`src/sbs_pkg.sv`:
```
// ----------------------------------------------------------------------------
// sbs_pkg: shared constants and types for the sorted table search block
// Table geometry, field widths, operation codes and the controller/datapath
// command and status groups.
// ----------------------------------------------------------------------------
package sbs_pkg;

   localparam int TABLE_DEPTH = 256;
   localparam int IDX_W       = (TABLE_DEPTH > 1) ? $clog2(TABLE_DEPTH) : 1;
   localparam int COUNT_W     = $clog2(TABLE_DEPTH + 1);

   // fixed field widths
   localparam int ADDRESS_W   = 8;
   localparam int VALUE_W     = 32;
   localparam int POSITION_W  = 9;
   localparam int CFG_W       = 9;
   localparam logic [CFG_W-1:0] CFG_RESET = CFG_W'(256);

   typedef enum logic {
      OP_WRITE  = 1'b0,
      OP_SEARCH = 1'b1
   } sbs_op_type;

   typedef struct packed {
      logic write_entry;   // store the incoming word in the table
      logic load_key;      // start a search: latch key, lo = 0, hi = count
      logic issue_read;    // read the table at the midpoint
      logic do_compare;    // narrow the range from the read data
      logic load_result;   // move lo and the hit flag to the output register
   } sbs_cmd_type;

   typedef struct packed {
      logic range_empty;   // lo has met hi
   } sbs_status_type;

endpackage

```
`src/sbs_ctrl.sv`:
```
// ----------------------------------------------------------------------------
// sbs_ctrl: search sequencer
// One-hot state machine that steps the datapath through probe and compare
// cycles and owns the request ready and response valid flags.
// ----------------------------------------------------------------------------
module sbs_ctrl (
   input  logic                   clock,
   input  logic                   reset,
   input  logic                   req_valid,
   input  logic                   req_operation,
   output logic                   req_ready,
   input  logic                   rsp_ready,
   output logic                   rsp_valid,
   input  sbs_pkg::sbs_status_type status,
   output sbs_pkg::sbs_cmd_type    cmd
);

   typedef enum logic [2:0] {
      ST_IDLE    = 3'b001,
      ST_PROBE   = 3'b010,
      ST_COMPARE = 3'b100
   } sbs_state_type;

   sbs_state_type state_ff, state_in;
   logic          rsp_valid_ff, rsp_valid_in;
   logic          accept;
   logic          slot_free;

   assign req_ready = (state_ff == ST_IDLE);
   assign rsp_valid = rsp_valid_ff;
   assign accept    = req_valid && req_ready;
   assign slot_free = !rsp_valid_ff || rsp_ready;

   always_comb begin
      state_in = state_ff;
      cmd      = '0;
      case (state_ff)
         ST_IDLE: begin
            if (accept) begin
               if (req_operation == sbs_pkg::OP_SEARCH) begin
                  cmd.load_key = 1'b1;
                  state_in     = ST_PROBE;
               end else begin
                  cmd.write_entry = 1'b1;
               end
            end
         end
         ST_PROBE: begin
            if (status.range_empty) begin
               // hold the answer until the output register is free
               if (slot_free) begin
                  cmd.load_result = 1'b1;
                  state_in        = ST_IDLE;
               end
            end else begin
               cmd.issue_read = 1'b1;
               state_in       = ST_COMPARE;
            end
         end
         ST_COMPARE: begin
            cmd.do_compare = 1'b1;
            state_in       = ST_PROBE;
         end
         default: begin
            state_in = ST_IDLE;
         end
      endcase
   end

   always_comb begin
      if (cmd.load_result) begin
         rsp_valid_in = 1'b1;
      end else if (rsp_ready) begin
         rsp_valid_in = 1'b0;
      end else begin
         rsp_valid_in = rsp_valid_ff;
      end
   end

   always_ff @(posedge clock) begin
      if (reset) begin
         state_ff     <= ST_IDLE;
         rsp_valid_ff <= 1'b0;
      end else begin
         state_ff     <= state_in;
         rsp_valid_ff <= rsp_valid_in;
      end
   end

endmodule

```
`config.mk`:
```
export PLATFORM = sky130hd
export DESIGN_NAME = sbs_ctrl
export DESIGN_NICKNAME = d
export VERILOG_FILES = /design/src/sbs_pkg.sv /design/src/sbs_ctrl.sv
export SDC_FILE = /design/constraint.sdc
export NUM_CORES = 1
export LEC_CHECK = 0
export ABC_AREA = 0
export BUFFER_PORTS_ARGS = -buffer_cell sky130_fd_sc_hd__clkbuf_2
export CAP_MARGIN = 20
export CORE_AREA = 3 3 40 42
export CTS_CLUSTER_SIZE = 40
export DETAILED_ROUTE_END_ITERATION = 6
export DIE_AREA = 0 0 43 45
export PLACE_DENSITY = 0.38
export SLEW_MARGIN = 20
export SYNTH_ARGS = -nofsm -noshare
export SYNTH_HDL_FRONTEND = slang
export SYNTH_SLANG_ARGS = --single-unit
```
`constraint.sdc`:
```
create_clock -name clock -period 1.5 [get_ports clock]
set_input_delay 0.3 -clock clock [delete_from_list [all_inputs] [get_ports clock]]
set_output_delay 0.3 -clock clock [all_outputs]
set_load 0.03 [all_outputs]
```
# Word-level counts from Yosys, hierarchy flattened
# Cells that the tools add are included.
dict set report totals {
  regBits 4
  latchBits 0
  mem_bits_rw 0
  mem_bits_ro 0
  inputBits 6
  output_inout_bits 7
  n_memories 0
}
dict set report op_classes {
  addsub 0
  mul 0
  div 0
  magnitude_cmp 0
  eq_ne 6
  shift 0
  mux 17
  bitwise 0
  reduce_logical 5
}
# operator count
set op_table {}
lappend op_table {{2-to-1 mux 3 bit} 4}
lappend op_table {{2-to-1 mux 1 bit} 10}
lappend op_table {{case mux 3 bit (3 select lines)} 1}
lappend op_table {{2-to-1 mux 2 bit} 2}
lappend op_table {{equality test 3 x 1 -> 1 bit, second input constant} 1}
lappend op_table {{equality test 3 x 2 -> 1 bit, second input constant} 1}
lappend op_table {{equality test 3 bit, second input constant} 1}
lappend op_table {{!= test 3 bit, second input constant} 1}
lappend op_table {{AND reduction 3 bit} 1}
lappend op_table {{!= test 2 x 1 -> 1 bit, second input constant} 1}
lappend op_table {{!= test 2 bit, second input constant} 1}
lappend op_table {{nonzero test 2 bit} 1}
lappend op_table {{logical AND 1 bit} 1}
lappend op_table {{zero test 1 bit} 1}
lappend op_table {{logical OR 1 bit} 1}

# Depth between registers and ports, before layout
# Gate-level depths: netlist (run 1).
dict set report logic_depth {
  ltp_word 6
  ltp_mapped 3
}

# Worst setup path after synthesis (run 1)
# OpenSTA, ideal clock, no wires.
dict set report synth_timing {
  path_type {register to output}
  startpoint {register state_ff[0]}
  endpoint {output port cmd[4] (netlist name)}
  arrival_time_ns 1.436
  setup_slack_ns -0.236
  stages_incl_launch_ff 4
  cell_sequence {dfxtp_1 -> nor3b_2 -> nand2_1 -> nor2_1}
}
# element line
set synth_lines {}
lappend synth_lines {{start, declared} sbs_ctrl.sv:24} ;# sbs_state_type state_ff, state_in;
lappend synth_lines {{start signal, assigned} sbs_ctrl.sv:85} ;# state_ff <= state_in;
lappend synth_lines {{end, declared} sbs_ctrl.sv:15} ;# output sbs_pkg::sbs_cmd_type cmd

==> metrics.md, run 1 <==
| Metric | Value |
|---|---|
| Flops & latches, synth | 4 |
| # rows | 13 |
| Clk_lat worst skew | ~230 ps |
| Slowest cell on crit path | dfxtp_2 |
| Power density cells | around 1100 nW/µm² |
| Reg clk slew, reported paths | roughly 40 ps |
| Max Root-Sink Buffers | 2 |
| Synth cell count leaders | 4 x dfxtp_1, 3 x a21oi_1, 3 x nor2_1 |
| Port bufs | 12 |
| Failing checks | negative setup slack |
| Crit-path max cell delay | between 300 and 400 ps |
| Clk sinks | 4 |
| Drt pass-1 iters | 3 |
| Non-filler cells, final | 55 |
| WHS | between 200 and 300 ps |
| CP startpoint kind | register |
| Highest clock rate | 659 MHz |
| Drt drc | 0 |
| Post-Syn Instances | 24 |
| WP data arrival | ~1200 ps |
| Max Cap Viol | 0 |
| Routed wire length | 513 µm |
| Finished Core Util | 30.8% |
| Filler instances | 138 |
| Cell family with most CP delay | simple AND/OR/NAND/NOR gates |
| Outcome | complete, but fails checks |
| I/O pin total | 13 |
| First-pass GRT wire length | approximately 900 µm |
| Area share of the largest cell type after synthesis | between 30% and 40% |
| DRC violation total after the first TritonRoute iteration | 1 |
| Post-synth cell types | 15 |
| Die width | roughly 43 µm |
| Pleak | roughly 0.17 nW |
| Detail Placement HPWL | about 400 µm |
| Inserted Clock Buffers | 3 |
| Vias post-DR | about 230 |
| Dpl cells | between 40 and 50 |
| Crit end category | output port |
| TritonCTS clock tree | built |
| Area of the die | about 1900 µm² |
| Setup-failing EPs final | 2 |
| Final Hold Fails | 0 |
| Main synth FF type | dfxtp_1 |
| Global Route Usage Sum | under 10% |
| Synth warn | 0 |
| Core Region | ~1300 µm² |
| VDD IR-drop max | between 500 and 600 µV |
| Syn nets | 30 |
| Post-route ant nets | 0 |
| Avg WL per Cell | approximately 9.3 µm |
| Vias/cell | ~4.1 |
| Unrepaired setup endpoints after global routing | yes |
| Largest net degree at the start of global routing | 7 |
| Grt ovf | 0 |
| Sequential share of the synthesized area | a little under two fifths |
| Worst-Margin Slew | approximately 260 ps |
| HP Class | in2reg |
| Antenna fix cells | 0 |
| Post-layout min period | 1520 ps |
| Die Y | between 40 and 50 µm |
| Worst Path Max Fanout | 6 |
| Area Overhead vs Synth | 89.2% |
| Relative slew slack | about 83% |
| Initial Utilization | between 10% and 20% |
| Share of flip-flops with an asynchronous set or reset | 0% |
| Crit Path Category | reg2out |
| Count of flip-flops with a built-in enable after synthesis | 0 |
| CP bufs+invs | 1 |
| Antenna violations before repair | 0 |
| Nets | 48 |
| Synthesized area per cell | between 8 and 9 µm² |
| Max-slew violation count | 0 |
| Routability cong. | approximately 0.64 |
| Area of the mapped netlist | 209 µm² |
| Worst-path cell chain | nor3b_4 > nand2_1 > nor2_2 > clkbuf_8 |
| Final worst-path cycle share | 101% |
| Root buf cell | clkbuf_4 |
| Most common cell in the netlist | dfxtp_1 |
| Cts hold-fix bufs | 0 |
| Vias in the first global route | 249 |
| Top cell type by total area after synthesis | dfxtp_1 |
| Layout cells sized above 1 | slightly below 70% |
| CTS H-tree depth | 1 |
| PnR worst setup slack | -16.4 ps |
| Top cells by area, synth | dfxtp_1 38%, a21oi_1 7.2%, buf_4 7.2% |
| Tot Pwr | around 0.45 mW |
| Setup TNS | -22.3 ps |
| Clk_skew | around 1.5 ps |
| Required @ worst endpoint | 1200 ps |
per-stage QoR:
stage / setup slack (ps) / area, µm²
finish: -16.4 / 395
global route: -114 / 395
CTS: -57.4 / 362
detailed placement: 69.1 / 287
global placement: 89.2 / 287
floorplan: -3.77 / 223
cell type report:
type / count / area [µm²] / share of cell area [%]
clock buffers: 3 / 22.5 / 5.70
multi-input cells: 18 / 143 / 36.1
flip-flops and latches: 4 / 86.3 / 21.8
well taps: 15 / 18.8 / 4.75
repair buffers: 15 / 125 / 31.6
layout by cell type, fill, tap and decap left out:
| master | instances |
|---|---|
| clkbuf_2 | 6 |
| dfxtp_1 | 1 |
| nor2_4 | 1 |
| nand2b_1 | 1 |
| clkbuf_8 | 2 |
| a21oi_1 | 3 |
| nor3_1 | 1 |
| nor2_2 | 1 |
| nor3b_2 | 1 |
| dfxtp_2 | 2 |
| nor2_1 | 1 |
| buf_8 | 1 |
| o31a_1 | 1 |
| nor2b_1 | 1 |
| or3b_4 | 1 |
| dfxtp_4 | 1 |
| clkbuf_4 | 3 |
| and3_4 | 1 |
| buf_6 | 2 |
| nor3b_4 | 1 |
| o31ai_1 | 1 |
| nand4bb_1 | 1 |
| nand2_1 | 2 |
| buf_4 | 4 |
report_power, final:
part	leakage [nW]	switching, mW	internal [mW]	total [mW]
clock network	0.0138	0.0410	0.0893	0.130
registers	0.0335	0.0139	0.124	0.138
logic	0.118	0.0882	0.0973	0.186
per-layer routing:
layer	track usage [%]	up-vias	routed length, µm
met5	0	-	0
met4	7.23	0	12
met3	2.39	2	29
met2	10.5	10	257
met1	6.49	98	213
li1	-	116	-
sequential cells by signal (all words and copies together), names as in the netlist:
signal     count
rsp_valid      1
state_ff       3
worst paths after layout:
check	from	end	slack [ps]	cells past startpoint
setup / recovery	state_ff[0]	cmd[4]	-20	4
setup reg to reg	state_ff[1]	state_ff[0]	290	4
hold / removal	reset	state_ff[2]	260	2
hold reg to reg	rsp_valid	rsp_valid	550	2
cells by family after synthesis:
family / Yosys count / synth area share [%]
buffers and inverters: 2 / 7.18
DFF: 4 / 38.3
AOI/OAI and AO/OA: 5 / 15.0
and+or+nand+nor: 13 / 39.5
repair_timing:
action / 4_1_cts / 5_1_grt
endpoints found under the setup margin: 3 / 5
pin swaps: 2 / 2
resized for setup: 12 / 11
setup buffers: 2 / 1
(Power assumes the default switching activity.)
==> inputs of run 2 (changes only) <==
CELL_PAD_IN_SITES_DETAIL_PLACEMENT = 0   (was unset)
CELL_PAD_IN_SITES_GLOBAL_PLACEMENT = 2   (was unset)
PLACE_DENSITY = 0.6   (was 0.38)
==> run 2 against run 1 <==
The run still ends with negative setup slack left. Wire length grew 15%. Via count increased by 4.0%. Non-clock buffer count unchanged. Sequential share of layout area rose by 0.49 points. Global-route usage up 1.2 points. First-iteration DRC count is 100% lower. Total power decreased by 0.25%. Largest cell class unchanged.
==> metrics.md, run 2 (synthesis results as in run 1) <==
| Metric | Value |
|---|---|
| Outcome | complete, but fails checks (unchanged) |
| Failing checks | negative setup slack (unchanged) |
| Worst R2R End | state_ff[0] (unchanged) |
| Layout cells sized above 1 | 67.5% (unchanged) |
| Antenna fix cells | 0 (unchanged) |
| Antenna violations before repair | 0 (unchanged) |
| Clk_skew | 0.108 ps (was 1.47 ps) |
| Root buf cell | clkbuf_4 (unchanged) |
| CTS H-tree depth | 1 (unchanged) |
| Crit Path Category | reg2out (unchanged) |
| Logic pwr share | 40.8% (was 40.9%) |
| I/O pin total | 13 (unchanged) |
| Sw Ratio | 31.6% (about the same) |
| # rows | 13 (unchanged) |
| Global Route Usage Sum | 7.90% (was 6.66%) |
| Crit end category | output port (unchanged) |
| Area of the die | 1940 µm² (unchanged) |
| Worst hold endpoint | state_ff[2] (unchanged) |
| Post-layout min period | 1540 ps (was 1520 ps) |
| Max Root-Sink Buffers | 2 (unchanged) |
| Port bufs | 12 (unchanged) |
| Drt pass-1 iters | 1 (was 3) |
| Unrepaired setup endpoints after global routing | yes (unchanged) |
| DRC violation total after the first TritonRoute iteration | 0 (was 1) |
| Avg WL per Cell | 10.7 µm (was 9.33 µm) |
| Setup-failing EPs final | 3 (was 2) |
| Clk sinks | 4 (unchanged) |
| Flop pwr share | 30.7% (was 30.3%) |
| Hold Path Cell Cnt | 2 (unchanged) |
| HP Class | in2reg (unchanged) |
| Core Region | 1280 µm² (unchanged) |
| Final Hold Fails | 0 (unchanged) |
| Hold wc startpoint | reset (unchanged) |
| Reg clk slew, reported paths | 30 ps (was 40 ps) |
| Cts hold-fix bufs | 0 (unchanged) |
| R2r worst-path depth | 4 (unchanged) |
| Post-route ant nets | 0 (unchanged) |
| Launch point of the worst reg-to-reg path | state_ff[1] (unchanged) |
| Relative slew slack | 81.9% (was 82.5%) |
| Most frequent cells in the layout | 6 x clkbuf_2, 3 x a21oi_1, 3 x clkbuf_4, 3 x buf_4 (was 6 x clkbuf_2, 4 x buf_4, 3 x a21oi_1, 3 x clkbuf_4) |
| Vias in the first global route | 248 (was 249) |
| Internal Power | 0.309 mW (was 0.310 mW) |
| Vias post-DR | 235 (was 226) |
| PnR worst setup slack | -41.8 ps (was -16.4 ps) |
| Most common cell after layout, fill and taps aside | clkbuf_2 (unchanged) |
| Max reg flops | 3 (unchanged) |
| Die width | 43 µm (unchanged) |
| Final worst-path cycle share | 103% (was 101%) |
| WP data arrival | 1240 ps (was 1220 ps) |
| Clk_lat worst skew | 230 ps (about the same) |
| Vias/cell | 4.27 (was 4.11) |
| Required @ worst endpoint | 1200 ps (about the same) |
| Max-slew violation count | 0 (unchanged) |
| Largest register by flop count | state_ff (unchanged) |
| Pre-CTS WS | 74.9 ps (was 69.1 ps) |
| Largest net degree at the start of global routing | 7 (unchanged) |
| Initial Utilization | 16.3% (unchanged) |
| Highest clock rate | 649 MHz (was 659 MHz) |
| Routability cong. | 0.618 (was 0.644) |
| Clk pwr share | 28.5% (was 28.7%) |
| Drt drc | 0 (unchanged) |
| First-pass GRT wire length | 993 µm (was 903 µm) |
| Reg2Reg Setup Slack | 260 ps (was 290 ps) |
| Die Y | 45 µm (unchanged) |
| Power density cells | 1170 nW/µm² (was 1150 nW/µm²) |
| VDD IR-drop max | 332 µV (was 528 µV) |
| Grt ovf | 0 (unchanged) |
| Tot Pwr | 0.452 mW (was 0.453 mW) |
| CP startpoint kind | register (unchanged) |
| Detail Placement HPWL | 441 µm (was 401 µm) |
| TritonCTS clock tree | built (unchanged) |
| Worst-Margin Slew | 271 ps (was 262 ps) |
| Nets | 48 (unchanged) |
| Pleak | 0.164 nW (was 0.165 nW) |
| Routed wire length | 588 µm (was 513 µm) |
| Worst Path Max Fanout | 6 (unchanged) |
| Inserted Clock Buffers | 3 (unchanged) |
| Area Overhead vs Synth | 85.0% (was 89.2%) |
| Sw power | 0.143 mW (about the same) |
| Max Cap Viol | 0 (unchanged) |
## run 2: changes by cell type in the layout (fill, tap and decap cells not counted)
cell and delta:
buf_2 +2, buf_4 -1, buf_6 -1
## run 2: repair_timing
action | CTS | global route
pin swaps | 2 | 3
setup endpoints to repair | 3 | 5
buffers inserted | 1 | 2
gates resized for setup | 12 | 9
## run 2: per-layer routing
| metal | GRT usage (%) | vias to the layer above | routed length, µm |
|---|---|---|---|
| met3 | 1.59 | 4 | 44 |
| met5 | 0 | - | 0 |
| li1 | - | 116 | - |
| met2 | 11.4 | 13 | 291 |
| met1 | 7.69 | 102 | 221 |
| met4 | 12.7 | 0 | 31 |
## run 2: worst max-delay path: stages, from the launching register on
cell	delay, ps
dfxtp_2	340
nor3b_4	290
and3_4	230
clkbuf_8	150
## run 2: layout make-up
class / count / area (µm²)
Clock buffer: 3 / 22.5
Sequential cell: 4 / 86.3
Fill cell: 137 / 898
Tap cell: 15 / 18.8
Timing Repair Buffer: 15 / 116
Multi-Input combinational cell: 18 / 143
## run 2: power by group through the flow
stage	Combinational, mW	Clock [mW]	Sequential [mW]
2_1_floorplan	0.0927	0	0.136
3_3_place_gp	0.125	0	0.136
3_5_place_dp	0.124	0	0.137
4_1_cts	0.144	0.138	0.140
5_1_grt	0.201	0.149	0.141
6_report	0.185	0.129	0.139
## run 2: worst max-delay path by stage
stage	start	slack, ps	end	depth (start not counted)
CTS	state_ff[1]	-50	cmd[3]	3
detailed placement	state_ff[1]	70	cmd[2]	3
floorplan	state_ff[0]	-4	cmd[4]	3
global route	state_ff[0]	-140	cmd[4]	4
finish	state_ff[0]	-40	cmd[3]	3
global placement	state_ff[1]	110	cmd[2]	3
## run 2: per-stage QoR
| step | hold slack, ps | TNS (ps) | std cells | util, % | cell area [µm²] |
|---|---|---|---|---|---|
| 3_3_place_gp | 514 | 0 | 49 | 22.3 | 287 |
| 4_1_cts | 270 | -146 | 53 | 27.6 | 354 |
| 3_5_place_dp | 523 | 0 | 49 | 22.3 | 287 |
| 6_report | 277 | -108 | 55 | 30.1 | 387 |
| 5_1_grt | 278 | -512 | 55 | 30.1 | 387 |
| 2_1_floorplan | 369 | -4.73 | 24 | - | 223 |
==> inputs of run 3 (changes only) <==
CORE_AREA = 10 10 47 49   (was 3 3 40 42)
DIE_AREA = 0 0 57 59   (was 0 0 43 45)
==> run 3 against run 2 <==
The run still ends with negative setup slack left. Worst setup slack gained 18 ps. Critical path depth unchanged. Sequential share of layout area rose by 0.072 points. Critical path type unchanged. Critical endpoint is now cmd[2]. Largest cell class unchanged.
==> metrics.md, run 3 (synthesis results as in run 1) <==
| Metric | Value |
|---|---|
| Final worst-path cycle share | 102% (was 103%) |
| Highest clock rate | 656 MHz (was 649 MHz) |
| Routed wire length | 673 µm (was 588 µm) |
| Antenna fix cells | 0 (unchanged) |
| Outcome | complete, but fails checks (unchanged) |
| Die width | 57 µm (was 43 µm) |
| PnR worst setup slack | -24.1 ps (was -41.8 ps) |
| Grt ovf | 0 (unchanged) |
| Final instance area | 385 µm² (was 387 µm²) |
| Dpl cells | 50 (was 49) |
| Setup-failing EPs final | 1 (was 3) |
| Max Root-Sink Buffers | 2 (unchanged) |
| Reg clk slew, reported paths | 40 ps (was 30 ps) |
| Setup TNS | -24.1 ps (was -108 ps) |
| Antenna violations before repair | 0 (unchanged) |
| Met3 GRT Util | 5.79% (was 1.59%) |
| Clk sinks | 4 (unchanged) |
| WHS | 257 ps (was 277 ps) |
| Met1 Usage GRT | 3.19% (was 7.69%) |
| Initial Utilization | 14.9% (was 16.3%) |
| Max reg flops | 3 (unchanged) |
| Met2 routing resource usage after global routing | 6.51% (was 11.4%) |
| Vias/cell | 4.14 (was 4.27) |
| VDD IR-drop max | 672 µV (was 332 µV) |
| Core Region | 1400 µm² (was 1280 µm²) |
| Failing checks | negative setup slack (unchanged) |
| Die Y | 59 µm (was 45 µm) |
| Reg area | 86.3 µm² (unchanged) |
| Max Cap Viol | 0 (unchanged) |
| Area of the die | 3360 µm² (was 1940 µm²) |
| Largest register by flop count | state_ff (unchanged) |
| Unrepaired setup endpoints after global routing | yes (unchanged) |
| Inserted Clock Buffers | 3 (unchanged) |
| Nets | 48 (unchanged) |
| Final Hold Fails | 0 (unchanged) |
| Most frequent cells in the layout | 7 x clkbuf_2, 4 x clkbuf_4, 3 x a21oi_1, 3 x buf_4 (was 6 x clkbuf_2, 3 x a21oi_1, 3 x clkbuf_4, 3 x buf_4) |
| # rows | 14 (was 13) |
| Pre-CTS WS | 54.8 ps (was 74.9 ps) |
| Post-layout min period | 1520 ps (was 1540 ps) |
| Detail Placement HPWL | 526 µm (was 441 µm) |
| GRT Max-Usage Layer | met2 (was met4) |
| Crit Path Category | reg2out (unchanged) |
| Port bufs | 12 (unchanged) |
| Max-slew violation count | 0 (unchanged) |
| CTS H-tree depth | 1 (unchanged) |
| Cts hold-fix bufs | 0 (unchanged) |
| First-pass GRT wire length | 1130 µm (was 993 µm) |
| Area Overhead vs Synth | 84.4% (was 85.0%) |
| Vias post-DR | 232 (was 235) |
| Root buf cell | clkbuf_4 (unchanged) |
| Relative slew slack | 85.2% (was 81.9%) |
| Worst Path Max Fanout | 4 (was 6) |
| Clk_skew | 7.95 ps (was 0.108 ps) |
| Required @ worst endpoint | 1200 ps (about the same) |
| Drt pass-1 iters | 2 (was 1) |
| Finished Core Util | 27.5% (was 30.1%) |
| Worst-Margin Slew | 221 ps (was 271 ps) |
| Drt drc | 0 (unchanged) |
| DRC violation total after the first TritonRoute iteration | 6 (was 0) |
| Power density cells | 1210 nW/µm² (was 1170 nW/µm²) |
| WP data arrival | 1220 ps (was 1240 ps) |
| Multi-input gate area | 138 µm² (was 143 µm²) |
| Area after DPL | 288 µm² (was 287 µm²) |
| CP startpoint kind | register (unchanged) |
| Filler instances | 167 (was 137) |
| Tot Pwr | 0.468 mW (was 0.452 mW) |
| Post-route ant nets | 0 (unchanged) |
| Crit end category | output port (unchanged) |
| Routability cong. | 0.759 (was 0.618) |
| Layout cells sized above 1 | 65.0% (was 67.5%) |
| Avg WL per Cell | 12.0 µm (was 10.7 µm) |
| Clk_lat worst skew | 240 ps (was 230 ps) |
| Global Route Usage Sum | 4.79% (was 7.90%) |
| Most common cell after layout, fill and taps aside | clkbuf_2 (unchanged) |
| TritonCTS clock tree | built (unchanged) |
| I/O pin total | 13 (unchanged) |
| Pleak | 0.164 nW (about the same) |
| Largest net degree at the start of global routing | 5 (was 7) |
| HP Class | in2reg (unchanged) |
| Vias in the first global route | 274 (was 248) |
| Non-filler cells, final | 56 (was 55) |
[run 3: cell types whose count changed in the layout (fill, tap and decap cells not counted), sizes merged]
cell and change:
clkbuf +2, buf -2
[run 3: worst paths after layout]
check | from | end | slack [ps] | cells after the start
worst max-delay path | state_ff[1] | cmd[2] | -20 | 3
worst min-delay path | reset | state_ff[2] | 260 | 2
worst max register to register | state_ff[1] | state_ff[0] | 260 | 4
worst min register to register | rsp_valid | rsp_valid | 540 | 2
[run 3: area by class of cell]
cell class / instances / area share [%]
multi-input cells: 18 / 35.7
well taps: 16 / 5.19
flip-flops and latches: 4 / 22.4
repair buffers: 15 / 30.8
clock buffers: 3 / 5.84
[run 3: metal layers]
| layer | vias up | wire length, µm |
|---|---|---|
| met3 | 4 | 121 |
| met1 | 98 | 212 |
| met2 | 12 | 306 |
| li1 | 118 | - |
| met4 | 0 | 33 |
| met5 | - | 0 |
[run 3: what timing repair did]
action | 4_1_cts | 5_1_grt
gates resized for setup | 12 | 8
endpoints found under the setup margin | 3 | 5
gates cloned | 0 | 0
buffers inserted | 3 | 0
pin swaps | 1 | 1
[run 3: critical path: stages, from the launching register on]
cell	delay (ps)
dfxtp_4	360
or3b_4	400
nor2_4	100
buf_8	120
[run 3: power by group]
group          switching (mW)  internal (mW)  total (mW)  leakage, nW
combinational          0.0911         0.0981       0.189        0.117
sequential             0.0160          0.124       0.140       0.0335
clock                  0.0492         0.0898       0.139       0.0138
